`config.mk`:
```
export PLATFORM = sky130hd
export DESIGN_NAME = hex_escape_decoder_flat
export DESIGN_NICKNAME = d
export VERILOG_FILES = /design/src/sv/hed_pkg.sv /design/src/sv/hed_if.sv /design/src/sv/hex_escape_decoder.sv /design/src/flat_wrapper.sv
export SDC_FILE = /design/constraint.sdc
export NUM_CORES = 1
export LEC_CHECK = 0
export BUFFER_PORTS_ARGS = -buffer_cell sky130_fd_sc_hd__buf_2
export CAP_MARGIN = 20
export CORE_MARGIN = 2
export CORE_UTILIZATION = 63
export CTS_CLUSTER_DIAMETER = 30
export DETAILED_ROUTE_END_ITERATION = 12
export GPL_TIMING_DRIVEN = 0
export MAX_ROUTING_LAYER = met4
export PLACE_DENSITY = 0.88
export SLEW_MARGIN = 20
export SYNTH_ARGS = -nofsm -noshare
export SYNTH_HDL_FRONTEND = slang
export SYNTH_SLANG_ARGS = --single-unit
export TNS_END_PERCENT = 1
```
`constraint.sdc`:
```
create_clock -name clk -period 7.35 [get_ports clk]
set_input_delay 0.3675 -clock clk [delete_from_list [all_inputs] [get_ports clk]]
set_output_delay 0.3675 -clock clk [all_outputs]
set_load 0.005 [all_outputs]
```
`src/sv/hed_pkg.sv`:
```
// ----------------------------------------------------------------------------
// hed_pkg
// Shared types, character codes and helper functions of the hex escape
// decoder: phase encoding, result group and hex digit handling.
// ----------------------------------------------------------------------------
package hed_pkg;

	localparam int BYTE_W  = 8;
	localparam int MAX_OUT = 4;
	localparam int IDX_W   = $clog2(MAX_OUT);
	localparam int CNT_W   = $clog2(MAX_OUT + 1);

	// Character codes
	localparam logic [BYTE_W-1:0] CHAR_BSLASH = 8'h5C;
	localparam logic [BYTE_W-1:0] CHAR_X      = 8'h78;
	localparam logic [BYTE_W-1:0] CHAR_0      = 8'h30;
	localparam logic [BYTE_W-1:0] CHAR_9      = 8'h39;
	localparam logic [BYTE_W-1:0] CHAR_UA     = 8'h41;
	localparam logic [BYTE_W-1:0] CHAR_UF     = 8'h46;
	localparam logic [BYTE_W-1:0] CHAR_LA     = 8'h61;
	localparam logic [BYTE_W-1:0] CHAR_LF     = 8'h66;

	// Escape phase, one-hot
	typedef enum logic [3:0] {
		PH_IDLE = 4'b0001,
		PH_BS   = 4'b0010,
		PH_X    = 4'b0100,
		PH_D1   = 4'b1000
	} phase_t;

	// Result bytes caused by one input beat
	typedef struct packed {
		logic [CNT_W-1:0]                cnt;
		logic [MAX_OUT-1:0][BYTE_W-1:0] bytes;
		logic                            last;
	} grp_t;

	typedef struct packed {
		logic       ok;
		logic [3:0] val;
	} hex_t;

	// Classify a byte as a hex digit and give its value
	function automatic hex_t hex_val(logic [BYTE_W-1:0] b);
		hex_t r;
		r.ok  = 1'b0;
		r.val = b[3:0];
		if (b >= CHAR_0 && b <= CHAR_9) begin
			r.ok = 1'b1;
		end else if ((b >= CHAR_UA && b <= CHAR_UF) || (b >= CHAR_LA && b <= CHAR_LF)) begin
			r.ok  = 1'b1;
			r.val = b[3:0] + 4'd9;
		end
		return r;
	endfunction

	// Rebuild the character of a held digit in its original case
	function automatic logic [BYTE_W-1:0] digit_char(logic [3:0] v, logic lower);
		logic [BYTE_W-1:0] r;
		if (v < 4'd10) begin
			r = CHAR_0 | BYTE_W'(v);
		end else begin
			r = (lower ? CHAR_LA : CHAR_UA) + BYTE_W'(v) - BYTE_W'(10);
		end
		return r;
	endfunction

	// Append one byte to a group
	function automatic grp_t grp_push(grp_t g, logic [BYTE_W-1:0] b);
		grp_t r;
		r = g;
		if (g.cnt < CNT_W'(MAX_OUT)) begin
			r.bytes[g.cnt[IDX_W-1:0]] = b;
			r.cnt = g.cnt + CNT_W'(1);
		end
		return r;
	endfunction

	// Append the bytes held by a pending escape
	function automatic grp_t grp_held(grp_t g, phase_t ph, logic [3:0] nib, logic lower);
		grp_t r;
		r = g;
		if (ph == PH_BS || ph == PH_X || ph == PH_D1) begin
			r = grp_push(r, CHAR_BSLASH);
		end
		if (ph == PH_X || ph == PH_D1) begin
			r = grp_push(r, CHAR_X);
		end
		if (ph == PH_D1) begin
			r = grp_push(r, digit_char(nib, lower));
		end
		return r;
	endfunction

endpackage

```
`src/sv/hed_if.sv`:
```
// ----------------------------------------------------------------------------
// hed_if
// Valid/ready channels of the hex escape decoder: raw byte input and
// decoded byte output.
// ----------------------------------------------------------------------------
interface hed_in_if;
	logic                       valid;
	logic                       ready;
	logic [hed_pkg::BYTE_W-1:0] data_byte;
	logic                       is_last;

	modport source (output valid, data_byte, is_last, input ready);
	modport sink   (input valid, data_byte, is_last, output ready);
endinterface

interface hed_out_if;
	logic                       valid;
	logic                       ready;
	logic [hed_pkg::BYTE_W-1:0] out_byte;
	logic                       out_last;

	modport source (output valid, out_byte, out_last, input ready);
	modport sink   (input valid, out_byte, out_last, output ready);
endinterface

```
`src/sv/hex_escape_decoder.sv`:
```
// Path: an input beat is registered in the input stage, decoded, and its results
// are registered in the result group register, from which they are offered.
// Throughput: one input beat per cycle while each beat yields at most one result
// and the output is ready; after a beat with more (up to four), beats with results
// wait while the single result group register drains one byte per output beat taken.
// Reset: arst_n clears the escape phase, the input stage and the result group.
// ----------------------------------------------------------------------------
// hex_escape_decoder
// Replaces backslash, 'x', two hex digits with the byte they encode and
// passes every other byte through; broken escapes are replayed unchanged.
// ----------------------------------------------------------------------------
module hex_escape_decoder (
	input  logic       clk,
	input  logic       arst_n,
	hed_in_if.sink     raw,
	hed_out_if.source  dec
);

	// Input stage
	logic                       valid_s1;
	logic [hed_pkg::BYTE_W-1:0] byte_s1;
	logic                       last_s1;

	// Escape state
	hed_pkg::phase_t phase_q;
	logic [3:0]      nib_q;
	logic            lower_q;

	// Result group
	logic [hed_pkg::CNT_W-1:0]                       grp_cnt_q;
	logic [hed_pkg::MAX_OUT-1:0][hed_pkg::BYTE_W-1:0] grp_bytes_q;
	logic                                            grp_last_q;

	hed_pkg::grp_t   grp;
	hed_pkg::phase_t ph_nx;
	logic [3:0]      nib_nx;
	logic            lower_nx;
	hed_pkg::hex_t   hv;
	logic            retry;
	logic            beat_out;
	logic            adv;

	assign beat_out = dec.valid && dec.ready;

	// Advance the stage when the group register is free, frees now, or is not needed
	assign adv = valid_s1 && (grp_cnt_q == '0 || (grp_cnt_q == hed_pkg::CNT_W'(1) && dec.ready)
		|| grp.cnt == '0);
	assign raw.ready = !valid_s1 || adv;

	// Decode one byte against the pending escape
	always_comb begin
		grp      = '0;
		ph_nx    = phase_q;
		nib_nx   = nib_q;
		lower_nx = lower_q;
		hv       = hed_pkg::hex_val(byte_s1);
		retry    = 1'b0;
		unique case (phase_q)
			hed_pkg::PH_IDLE: begin
				retry = 1'b1;
			end
			hed_pkg::PH_BS: begin
				if (byte_s1 == hed_pkg::CHAR_X) begin
					ph_nx = hed_pkg::PH_X;
				end else begin
					grp   = hed_pkg::grp_held(grp, phase_q, nib_q, lower_q);
					retry = 1'b1;
				end
			end
			hed_pkg::PH_X: begin
				if (hv.ok) begin
					ph_nx    = hed_pkg::PH_D1;
					nib_nx   = hv.val;
					lower_nx = byte_s1 >= hed_pkg::CHAR_LA;
				end else begin
					grp   = hed_pkg::grp_held(grp, phase_q, nib_q, lower_q);
					retry = 1'b1;
				end
			end
			hed_pkg::PH_D1: begin
				if (hv.ok) begin
					grp   = hed_pkg::grp_push(grp, {nib_q, hv.val});
					ph_nx = hed_pkg::PH_IDLE;
				end else begin
					grp   = hed_pkg::grp_held(grp, phase_q, nib_q, lower_q);
					retry = 1'b1;
				end
			end
			default: begin
				ph_nx = hed_pkg::PH_IDLE;
				retry = 1'b1;
			end
		endcase

		// Handle the byte afresh from the idle phase
		if (retry) begin
			if (byte_s1 == hed_pkg::CHAR_BSLASH) begin
				ph_nx = hed_pkg::PH_BS;
			end else begin
				ph_nx = hed_pkg::PH_IDLE;
				grp   = hed_pkg::grp_push(grp, byte_s1);
			end
		end

		// Flush held bytes at the end of the stream
		if (last_s1) begin
			grp      = hed_pkg::grp_held(grp, ph_nx, nib_nx, lower_nx);
			grp.last = 1'b1;
			ph_nx    = hed_pkg::PH_IDLE;
			nib_nx   = '0;
			lower_nx = 1'b0;
		end
	end

	// Input stage: take a beat whenever the stage is empty or moving on
	always_ff @(posedge clk or negedge arst_n) begin
		if (!arst_n) begin
			valid_s1 <= 1'b0;
		end else if (raw.ready) begin
			valid_s1 <= raw.valid;
		end
	end

	always_ff @(posedge clk) begin
		if (raw.ready && raw.valid) begin
			byte_s1 <= raw.data_byte;
			last_s1 <= raw.is_last;
		end
	end

	// Escape state: update as the stage advances
	always_ff @(posedge clk or negedge arst_n) begin
		if (!arst_n) begin
			phase_q <= hed_pkg::PH_IDLE;
			nib_q   <= '0;
			lower_q <= 1'b0;
		end else if (adv) begin
			phase_q <= ph_nx;
			nib_q   <= nib_nx;
			lower_q <= lower_nx;
		end
	end

	// Result group: load a new group, or drop the byte just sent
	always_ff @(posedge clk or negedge arst_n) begin
		if (!arst_n) begin
			grp_cnt_q <= '0;
		end else if (adv && grp.cnt != '0) begin
			grp_cnt_q <= grp.cnt;
		end else if (beat_out) begin
			grp_cnt_q <= grp_cnt_q - hed_pkg::CNT_W'(1);
		end
	end

	always_ff @(posedge clk) begin
		if (adv && grp.cnt != '0) begin
			grp_bytes_q <= grp.bytes;
			grp_last_q  <= grp.last;
		end else if (beat_out) begin
			grp_bytes_q <= grp_bytes_q >> hed_pkg::BYTE_W;
		end
	end

	assign dec.valid    = grp_cnt_q != '0;
	assign dec.out_byte = grp_bytes_q[0];
	assign dec.out_last = grp_last_q && grp_cnt_q == hed_pkg::CNT_W'(1);

endmodule

```
`src/flat_wrapper.sv`:
```
// flat-port wrapper written by rule: the top's interface ports become plain ports
module hex_escape_decoder_flat 
  (clk, arst_n, raw_valid, raw_data_byte, raw_is_last, raw_ready, dec_valid, dec_out_byte, dec_out_last, dec_ready);
  hed_in_if raw_i ();
  hed_out_if dec_i ();
  input  logic clk;
  input  logic arst_n;
  input wire logic [$bits(raw_i.valid)-1:0] raw_valid;
  input wire logic [$bits(raw_i.data_byte)-1:0] raw_data_byte;
  input wire logic [$bits(raw_i.is_last)-1:0] raw_is_last;
  output wire logic [$bits(raw_i.ready)-1:0] raw_ready;
  output wire logic [$bits(dec_i.valid)-1:0] dec_valid;
  output wire logic [$bits(dec_i.out_byte)-1:0] dec_out_byte;
  output wire logic [$bits(dec_i.out_last)-1:0] dec_out_last;
  input wire logic [$bits(dec_i.ready)-1:0] dec_ready;
  assign raw_i.valid = raw_valid;
  assign raw_i.data_byte = raw_data_byte;
  assign raw_i.is_last = raw_is_last;
  assign raw_ready = raw_i.ready;
  assign dec_valid = dec_i.valid;
  assign dec_out_byte = dec_i.out_byte;
  assign dec_out_last = dec_i.out_last;
  assign dec_i.ready = dec_ready;
  hex_escape_decoder u_core (.clk(clk), .arst_n(arst_n), .raw(raw_i), .dec(dec_i));
endmodule
```
==> metrics.txt, run 1 <==
# TYPE chip_impl_metric gauge
chip_impl_metric{name="placement_rows",unit=""} 31
chip_impl_metric{name="arrival",unit="ns"} 6.83
chip_impl_metric{name="power.leakage",unit="nW"} 2.11
chip_impl_metric{name="tightestPinTransition",unit="ns"} 0.926
chip_impl_metric{name="area_delta_synth_final",unit="%"} 7.32
chip_impl_metric{name="power_switching",unit="mW"} 0.445
chip_impl_metric{name="postSynthRegisterBits",unit=""} 55
chip_impl_metric{name="numCtsBuffers",unit=""} 5
chip_impl_metric{name="globalRouteTotalUtil",unit="%"} 34.5
chip_impl_metric{name="switching_share",unit="%"} 36.7
chip_impl_metric{name="dieHeight",unit="um"} 90.6
chip_impl_info{name="clockRootBuffer",value="sky130_fd_sc_hd__clkbuf_8"} 1
chip_impl_metric{name="syn_area_per_cell",unit="sq um"} 9.27
chip_impl_metric{name="drive_gt1_share",unit="%"} 15.7
chip_impl_metric{name="final.min_clock_period",unit="ns"} 6.91
chip_impl_metric{name="comb_power_share",unit="%"} 40.4
chip_impl_metric{name="full_die_area",unit="sq um"} 8200
chip_impl_metric{name="maximum_root_to_sink_buffer_count",unit=""} 2
chip_impl_metric{name="whs",unit="ns"} 0.204
chip_impl_metric{name="power.density",unit="nW/um^2"} 240
chip_impl_metric{name="synth-warning-count",unit=""} 0
chip_impl_metric{name="max-vdd-ir-drop",unit="mV"} 0.113
chip_impl_metric{name="dr_total_vias",unit=""} 4236
chip_impl_metric{name="synth_enable_flop_cells",unit=""} 42
chip_impl_metric{name="post_cts_resize_count",unit=""} 0
chip_impl_metric{name="finalClockSkew",unit="ns"} 0.00994
chip_impl_metric{name="io_buffer_count",unit=""} 23
chip_impl_metric{name="drc_violation_total_after_the_first_tritonroute_iteration",unit=""} 530
chip_impl_info{name="hold_path.startpoint",value="raw_data_byte[3]"} 1
chip_impl_metric{name="max_freq",unit="MHz"} 145
chip_impl_metric{name="die_x",unit="um"} 90.6
chip_impl_metric{name="dp_worst_setup_slack",unit="ns"} 0.528
chip_impl_metric{name="power.clock.fraction",unit="%"} 15.2
chip_impl_metric{name="report.final.setup_viol",unit=""} 0
chip_impl_metric{name="netlist_area",unit="sq um"} 4720
chip_impl_info{name="holdCritPathClass",value="in -> reg"} 1
chip_impl_info{name="r2r-start",value="u_core.byte_s1[0]"} 1
chip_impl_metric{name="final-hold-violation-count",unit=""} 0
chip_impl_metric{name="min_path_cells",unit=""} 1
chip_impl_metric{name="post-route-drc-count",unit=""} 0
chip_impl_metric{name="top_level_ports",unit=""} 24
chip_impl_metric{name="globalRoute.totalOverflow",unit=""} 0
chip_impl_metric{name="routed_via_density",unit=""} 6.62
chip_impl_metric{name="path_clk_slew",unit="ns"} 0.11
chip_impl_metric{name="grt_first_pass_wirelength",unit="mm"} 21.6
chip_impl_info{name="reg_to_reg_critical_path_endpoint",value="u_core.grp_bytes_q[31]"} 1
chip_impl_info{name="cts_tree",value="built"} 1
chip_impl_metric{name="ff2ff_setup_slack",unit="ns"} 0.44
chip_impl_metric{name="clk_latency",unit="ns"} 0.33
chip_impl_metric{name="layout.nets",unit=""} 582
chip_impl_metric{name="sequential_fraction_of_design_power",unit="%"} 44.5
chip_impl_info{name="run_status",value="finished clean"} 1
chip_impl_metric{name="grt_pass1_vias",unit=""} 3993
chip_impl_metric{name="final_critical_path_setup_slack",unit="ns"} 0.443
chip_impl_metric{name="syn-instance-count",unit=""} 509
chip_impl_metric{name="slew_headroom",unit="%"} 38.1
chip_impl_metric{name="slew_violations",unit=""} 0
chip_impl_info{name="grt_setup_unrepaired",value="no"} 1
chip_impl_metric{name="core_region_area",unit="sq um"} 7250
chip_impl_metric{name="route.final.wire_length",unit="mm"} 13.6
chip_impl_metric{name="cap_viol_max_count",unit=""} 0
chip_impl_metric{name="fill_cells",unit=""} 573
chip_impl_info{name="synth_ff_type",value="sky130_fd_sc_hd__edfxtp_1"} 1
chip_impl_metric{name="antenna-diode-count",unit=""} 0
chip_impl_metric{name="floorplan.initialDensity",unit="%"} 65.1
chip_impl_info{name="setup.worst_path.end_class",value="flip-flop"} 1
chip_impl_metric{name="antenna_left",unit=""} 0
chip_impl_metric{name="detail_route.wl_per_cell",unit="um"} 21.2
chip_impl_info{name="holdPathEnd",value="u_core.byte_s1[3]"} 1
chip_impl_metric{name="r2r.worst_path.cells",unit=""} 25
chip_impl_metric{name="timing.critical_path.required",unit="ns"} 7.28
chip_impl_metric{name="clock-sinks",unit=""} 55
chip_impl_metric{name="synth.lib_cells_used.distinct",unit=""} 75
chip_impl_metric{name="cp_max_fo",unit=""} 32
chip_impl_metric{name="setup_tns",unit="ns"} 0
chip_impl_metric{name="place.gp.congestion",unit=""} 1.03
chip_impl_metric{name="grt_max_degree",unit=""} 33
chip_impl_metric{name="drt-pass1-iter-count",unit=""} 6
chip_impl_metric{name="detailedPlacementHpwl",unit="mm"} 10.5
chip_impl_metric{name="intPower",unit="mW"} 0.769
chip_impl_metric{name="layout_worst_path_cycle_share",unit="%"} 94.0
chip_impl_info{name="critical_path_source_type",value="flip-flop"} 1
chip_impl_metric{name="post_synthesis_async_set_or_reset_flop_share",unit="%"} 23.6
chip_impl_metric{name="yosysSeqAreaShare",unit="%"} 33.6
chip_impl_metric{name="cts.htree.levels",unit=""} 2
chip_impl_info{name="worst-setup-path-type",value="reg -> reg"} 1
chip_impl_metric{name="antenna_found_initial",unit=""} 0
chip_impl_metric{name="mappedNetlistNets",unit=""} 551
==> through the flow <==
stage          cells  power (mW)  instance area, sq um  utilization, %
2_1_floorplan    509       0.881                  4720               -
3_3_place_gp     631        1.00                  4960            68.4
3_5_place_dp     631        1.03                  4960            68.4
4_1_cts          640        1.21                  5060            69.8
5_1_grt          640        1.28                  5060            69.8
6_report         640        1.21                  5060            69.8
==> flip-flops by register name (all words and copies together) (netlist names) <==
name	cells
u_core.phase_q	4
u_core.dec.out_byte	8
u_core.grp_bytes_q	24
u_core.grp_cnt_q	3
u_core.lower_q	1
u_core.byte_s1	8
u_core.grp_last_q	1
u_core.last_s1	1
u_core.valid_s1	1
u_core.nib_q	4
==> per-layer routing <==
metal	vias up	wire length (um)	GRT usage, %
met5	-	0	-
met4	0	363	9.36
met3	44	1190	4.34
met2	252	6410	55.8
met1	1996	5610	46.2
li1	1944	-	-
==> cell families (layout without fill, tap and decap cells) <==
group	after synthesis	count (layout)	share of synthesized area, %
adders and majority gates	29	29	7.69
muxes	36	36	8.80
xor gates and xnor gates	5	5	0.928
buffers and inverters	70	102	7.24
DFF	55	55	33.6
and+or+nand+nor	156	156	17.0
AOI/OAI and AO/OA	158	158	24.7
==> final cells by class <==
| cell class | count | area [sq um] | area share (%) |
|---|---|---|---|
| multi-input cells | 384 | 2790 | 55.1 |
| clock inverters | 3 | 25.0 | 0.494 |
| flip-flops and latches | 55 | 1590 | 31.3 |
| clock buffers | 5 | 68.8 | 1.36 |
| well taps | 99 | 124 | 2.45 |
| repair buffers | 24 | 125 | 2.47 |
| inverters | 37 | 139 | 2.74 |
| plain buffers | 33 | 203 | 4.00 |
==> critical path: stages, from the launching register on <==
cell and delay [ns]:
sky130_fd_sc_hd__edfxtp_1 0.43, sky130_fd_sc_hd__clkbuf_1 0.22, sky130_fd_sc_hd__inv_1 0.17, sky130_fd_sc_hd__ha_1 0.20, sky130_fd_sc_hd__or3b_1 0.36, sky130_fd_sc_hd__and4_1 0.21
sky130_fd_sc_hd__buf_6 0.15, sky130_fd_sc_hd__a211oi_4 0.49, sky130_fd_sc_hd__o22ai_1 0.26, sky130_fd_sc_hd__inv_1 0.16, sky130_fd_sc_hd__ha_1 0.20, sky130_fd_sc_hd__inv_1 0.05
sky130_fd_sc_hd__a211o_1 0.29, sky130_fd_sc_hd__and3_1 0.21, sky130_fd_sc_hd__buf_6 0.13, sky130_fd_sc_hd__mux2_2 0.29, sky130_fd_sc_hd__ha_1 0.30, sky130_fd_sc_hd__nand2_1 0.06
sky130_fd_sc_hd__o21ai_0 0.15, sky130_fd_sc_hd__ha_1 0.33, sky130_fd_sc_hd__a221oi_1 0.48, sky130_fd_sc_hd__o21ai_4 0.12, sky130_fd_sc_hd__o21bai_4 0.26, sky130_fd_sc_hd__buf_6 0.21
sky130_fd_sc_hd__buf_2 0.28, sky130_fd_sc_hd__nand2_2 0.47
==> repair_timing <==
action                     CTS  global route
hold buffers                 1             0
hold endpoints to repair    12             0
buffers inserted             0             0
setup endpoints to repair    0             0
==> cells in the mapped netlist, types with 9 or more instances <==
cell type	n	area share, %
sky130_fd_sc_hd__a21oi_1	35	3.7
sky130_fd_sc_hd__nand2_1	43	3.4
sky130_fd_sc_hd__o21ai_0	22	2.3
sky130_fd_sc_hd__nor2_1	39	3.1
sky130_fd_sc_hd__o22ai_1	15	2.0
sky130_fd_sc_hd__a31oi_1	11	1.5
sky130_fd_sc_hd__dfrtp_1	12	6.4
sky130_fd_sc_hd__mux2_1	14	3.3
sky130_fd_sc_hd__a22o_1	9	1.7
sky130_fd_sc_hd__clkbuf_1	14	1.1
sky130_fd_sc_hd__nand3_1	14	1.5
sky130_fd_sc_hd__inv_1	36	2.9
sky130_fd_sc_hd__ha_1	29	7.7
sky130_fd_sc_hd__a22oi_1	9	1.4
sky130_fd_sc_hd__edfxtp_1	42	27
sky130_fd_sc_hd__buf_4	10	1.6
==> power by group through the flow <==
stage	clock, mW	combinational (mW)	sequential (mW)
finish	0.184	0.490	0.540
global route	0.197	0.534	0.550
CTS	0.185	0.488	0.540
detailed placement	0	0.486	0.548
global placement	0	0.464	0.541
floorplan	0	0.353	0.528
==> layout by cell type, fill, tap and decap left out, types with 10 or more instances in the layout <==
cell	Yosys	routed
sky130_fd_sc_hd__nand2_1	43	42
sky130_fd_sc_hd__edfxtp_1	42	42
sky130_fd_sc_hd__nor2_1	39	39
sky130_fd_sc_hd__inv_1	36	36
sky130_fd_sc_hd__a21oi_1	35	35
sky130_fd_sc_hd__ha_1	29	29
sky130_fd_sc_hd__buf_2	3	26
sky130_fd_sc_hd__o21ai_0	22	22
sky130_fd_sc_hd__o22ai_1	15	15
sky130_fd_sc_hd__clkbuf_1	14	14
sky130_fd_sc_hd__nand3_1	14	14
sky130_fd_sc_hd__mux2_1	14	14
sky130_fd_sc_hd__dfrtp_1	12	12
sky130_fd_sc_hd__a31oi_1	11	11
sky130_fd_sc_hd__buf_4	10	10
==> worst max path at each step <==
stage,startpoint,to,slack (ns),cells after the start
floorplan,u_core.byte_s1[0],u_core.dec.out_byte[0],1.20,25
global placement,u_core.byte_s1[0],u_core.grp_bytes_q[31],0.15,25
detailed placement,u_core.byte_s1[0],u_core.grp_bytes_q[23],0.53,25
CTS,u_core.byte_s1[0],u_core.grp_bytes_q[22],0.51,25
global route,u_core.byte_s1[0],u_core.dec.out_byte[5],0.002,25
finish,u_core.byte_s1[0],u_core.grp_bytes_q[31],0.44,25
(Power assumes the default switching activity.)
==> run 2, diff against run 1 <==
Settings changed: CORE_UTILIZATION 63 to 57, PLACE_DENSITY 0.88 to 0.84.
Clock period 7.35 ns to 5.9 ns, I/O delays scaled along.
==> run 2 against run 1 <==
  * Via count up 1.0%
  * Routed wire length down 0.43%
  * Fmax up 22%
  * Highest routed layer unchanged
  * First-iteration DRC count down 21%
  * Design area up 5.6%
  * Critical endpoint is now u_core.grp_bytes_q[24]
  * Largest cell class unchanged
==> metrics.txt, run 2 (synthesized netlist as in run 1, its figures left out) <==
# TYPE chip_impl_metric gauge
chip_impl_metric{name="detailedPlacementHpwl",unit="mm"} 10.1
chip_impl_info{name="clockRootBuffer",value="sky130_fd_sc_hd__clkbuf_8"} 1
chip_impl_metric{name="die_x",unit="um"} 95.0
chip_impl_metric{name="final_core_util",unit="%"} 65.7
chip_impl_metric{name="setup_tns",unit="ns"} 0
chip_impl_metric{name="tightestPinTransition",unit="ns"} 0.737
chip_impl_metric{name="clk_latency",unit="ns"} 0.32
chip_impl_metric{name="route.final.wire_length",unit="mm"} 13.5
chip_impl_metric{name="full_die_area",unit="sq um"} 9020
chip_impl_metric{name="cap_viol_max_count",unit=""} 0
chip_impl_info{name="worst_path_max_delay_cell",value="sky130_fd_sc_hd__edfxtp_1"} 1
chip_impl_metric{name="met1_usage",unit="%"} 42.4
chip_impl_metric{name="worst-path-buf-inv",unit=""} 8
chip_impl_info{name="critical_path.most_common_cell",value="sky130_fd_sc_hd__buf_6"} 1
chip_impl_metric{name="grt_pass1_vias",unit=""} 3926
chip_impl_metric{name="post-route-drc-count",unit=""} 0
chip_impl_info{name="critical_path_source_type",value="flip-flop"} 1
chip_impl_info{name="layout_common_cells",value="sky130_fd_sc_hd__nand2_1 (42), sky130_fd_sc_hd__edfxtp_1 (42), sky130_fd_sc_hd__nor2_1 (37)"} 1
chip_impl_info{name="largest_register",value="u_core.grp_bytes_q"} 1
chip_impl_metric{name="slew_headroom",unit="%"} 50.7
chip_impl_metric{name="antenna_left",unit=""} 0
chip_impl_metric{name="top_level_ports",unit=""} 24
chip_impl_metric{name="path_clk_slew",unit="ns"} 0.11
chip_impl_metric{name="core_region_area",unit="sq um"} 8130
chip_impl_metric{name="area.sequential",unit="sq um"} 1590
chip_impl_metric{name="final_critical_path_setup_slack",unit="ns"} 0.234
chip_impl_metric{name="multiInputGateArea",unit="sq um"} 2930
chip_impl_metric{name="timing.critical_path.required",unit="ns"} 5.95
chip_impl_metric{name="grt_max_degree",unit=""} 20
chip_impl_metric{name="clock-sinks",unit=""} 55
chip_impl_metric{name="globalRouteTotalUtil",unit="%"} 31.5
chip_impl_metric{name="globalRoute.totalOverflow",unit=""} 0
chip_impl_metric{name="area_delta_synth_final",unit="%"} 13.3
chip_impl_metric{name="detail_route.wl_per_cell",unit="um"} 20.4
chip_impl_metric{name="grt_first_pass_wirelength",unit="mm"} 21.0
chip_impl_metric{name="power.density",unit="nW/um^2"} 294
chip_impl_metric{name="final.min_clock_period",unit="ns"} 5.67
chip_impl_metric{name="dp_worst_setup_slack",unit="ns"} -1.11
chip_impl_metric{name="cts.htree.levels",unit=""} 2
chip_impl_metric{name="power.leakage",unit="nW"} 2.21
chip_impl_metric{name="routed_via_density",unit=""} 6.47
chip_impl_metric{name="maximum_root_to_sink_buffer_count",unit=""} 2
chip_impl_metric{name="drt-pass1-iter-count",unit=""} 5
chip_impl_metric{name="numCtsBuffers",unit=""} 5
chip_impl_metric{name="drive_gt1_share",unit="%"} 21.4
chip_impl_metric{name="floorplan.initialDensity",unit="%"} 58.0
chip_impl_metric{name="groute.layer.met2.usage",unit="%"} 49.7
chip_impl_metric{name="total_power",unit="mW"} 1.57
chip_impl_metric{name="antenna-diode-count",unit=""} 0
chip_impl_metric{name="final-hold-violation-count",unit=""} 0
chip_impl_metric{name="report.final.setup_viol",unit=""} 0
chip_impl_info{name="gr-max-usage-layer",value="met2"} 1
chip_impl_metric{name="max_freq",unit="MHz"} 176
chip_impl_metric{name="largest_register_ff_count",unit=""} 24
chip_impl_metric{name="io_buffer_count",unit=""} 23
chip_impl_metric{name="dieHeight",unit="um"} 95.0
chip_impl_metric{name="grtUsageMet3",unit="%"} 3.51
chip_impl_info{name="worst-setup-path-type",value="reg -> reg"} 1
chip_impl_metric{name="whs",unit="ns"} 0.139
chip_impl_info{name="critical-path-top-delay-family",value="compound AO/OA/AOI/OAI gates"} 1
chip_impl_info{name="cts_tree",value="built"} 1
chip_impl_metric{name="placement_rows",unit=""} 33
chip_impl_metric{name="antenna_found_initial",unit=""} 0
chip_impl_metric{name="slew_violations",unit=""} 0
chip_impl_metric{name="place.gp.congestion",unit=""} 0.977
chip_impl_metric{name="layout.nets",unit=""} 597
chip_impl_metric{name="drc_violation_total_after_the_first_tritonroute_iteration",unit=""} 417
chip_impl_info{name="setup.worst_path.end_class",value="flip-flop"} 1
chip_impl_metric{name="fill_cells",unit=""} 697
chip_impl_info{name="run_status",value="finished clean"} 1
chip_impl_info{name="holdCritPathClass",value="in -> reg"} 1
chip_impl_metric{name="finalClockSkew",unit="ns"} 0.0141
chip_impl_metric{name="layout_worst_path_cycle_share",unit="%"} 96.0
chip_impl_metric{name="cp_max_fo",unit=""} 16
chip_impl_metric{name="max-vdd-ir-drop",unit="mV"} 0.239
chip_impl_metric{name="cpPeakStageDelay",unit="ns"} 0.45
chip_impl_metric{name="arrival",unit="ns"} 5.72
chip_impl_metric{name="dr_total_vias",unit=""} 4279
## run 2: changes by cell type in the layout (fill, tap and decap cells not counted), sizes merged
| cell | before | now |
|---|---|---|
| buf | 42 | 58 |
| clkbuf | 19 | 17 |
| clkinv | 0 | 1 |
| inv | 39 | 38 |
| nand2 | 43 | 44 |
## run 2: routing by layer
| metal | routed length (um) | share of wire [%] |
|---|---|---|
| met2 | 6380 | 47 |
| met3 | 1050 | 7.7 |
| met5 | 0 | 0 |
| met4 | 325 | 2.4 |
| met1 | 5760 | 43 |
## run 2: where the power goes
| part | total, mW | switching, mW | internal, mW |
|---|---|---|---|
| sequential | 0.663 | 0.0486 | 0.614 |
| combinational | 0.676 | 0.380 | 0.296 |
| clock | 0.230 | 0.143 | 0.0877 |
## run 2: path summary, 6_finish.rpt
kind	depth (start not counted)	slack, ns	from	end
max	25	0.23	u_core.byte_s1[0]	u_core.grp_bytes_q[24]
min	1	0.14	raw_data_byte[0]	u_core.byte_s1[0]
max reg2reg	25	0.23	u_core.byte_s1[0]	u_core.grp_bytes_q[24]
min reg2reg	0	0.48	u_core.last_s1	u_core.grp_last_q
max in group asynchronous	2	5.24	arst_n	u_core.phase_q[0]
min in group asynchronous	2	0.37	arst_n	u_core.nib_q[0]
## run 2: metrics by stage
stage / std cells / cell area, sq um
after floorplan: 509 / 4720
after global placement: 637 / 4970
after detailed placement: 637 / 4970
after CTS: 652 / 5210
after global routing: 661 / 5350
final: 661 / 5350
## run 2: area by class of cell
type	instances	share of cell area (%)
inverter	37	2.60
multi-input combinational	385	54.8
clock buffer	5	1.29
clock inverter	3	0.515
timing repair buffer	39	4.45
tap	105	2.46
sequential	55	29.7
buffer	32	4.19
## run 2: timing repair
item	4_1_cts	5_1_grt
setup buffers	5	10
resized for setup	18	18
cloned	1	0
setup endpoints to repair	85	84
hold endpoints to repair	12	0
hold buffers	1	0
pin swaps	4	7
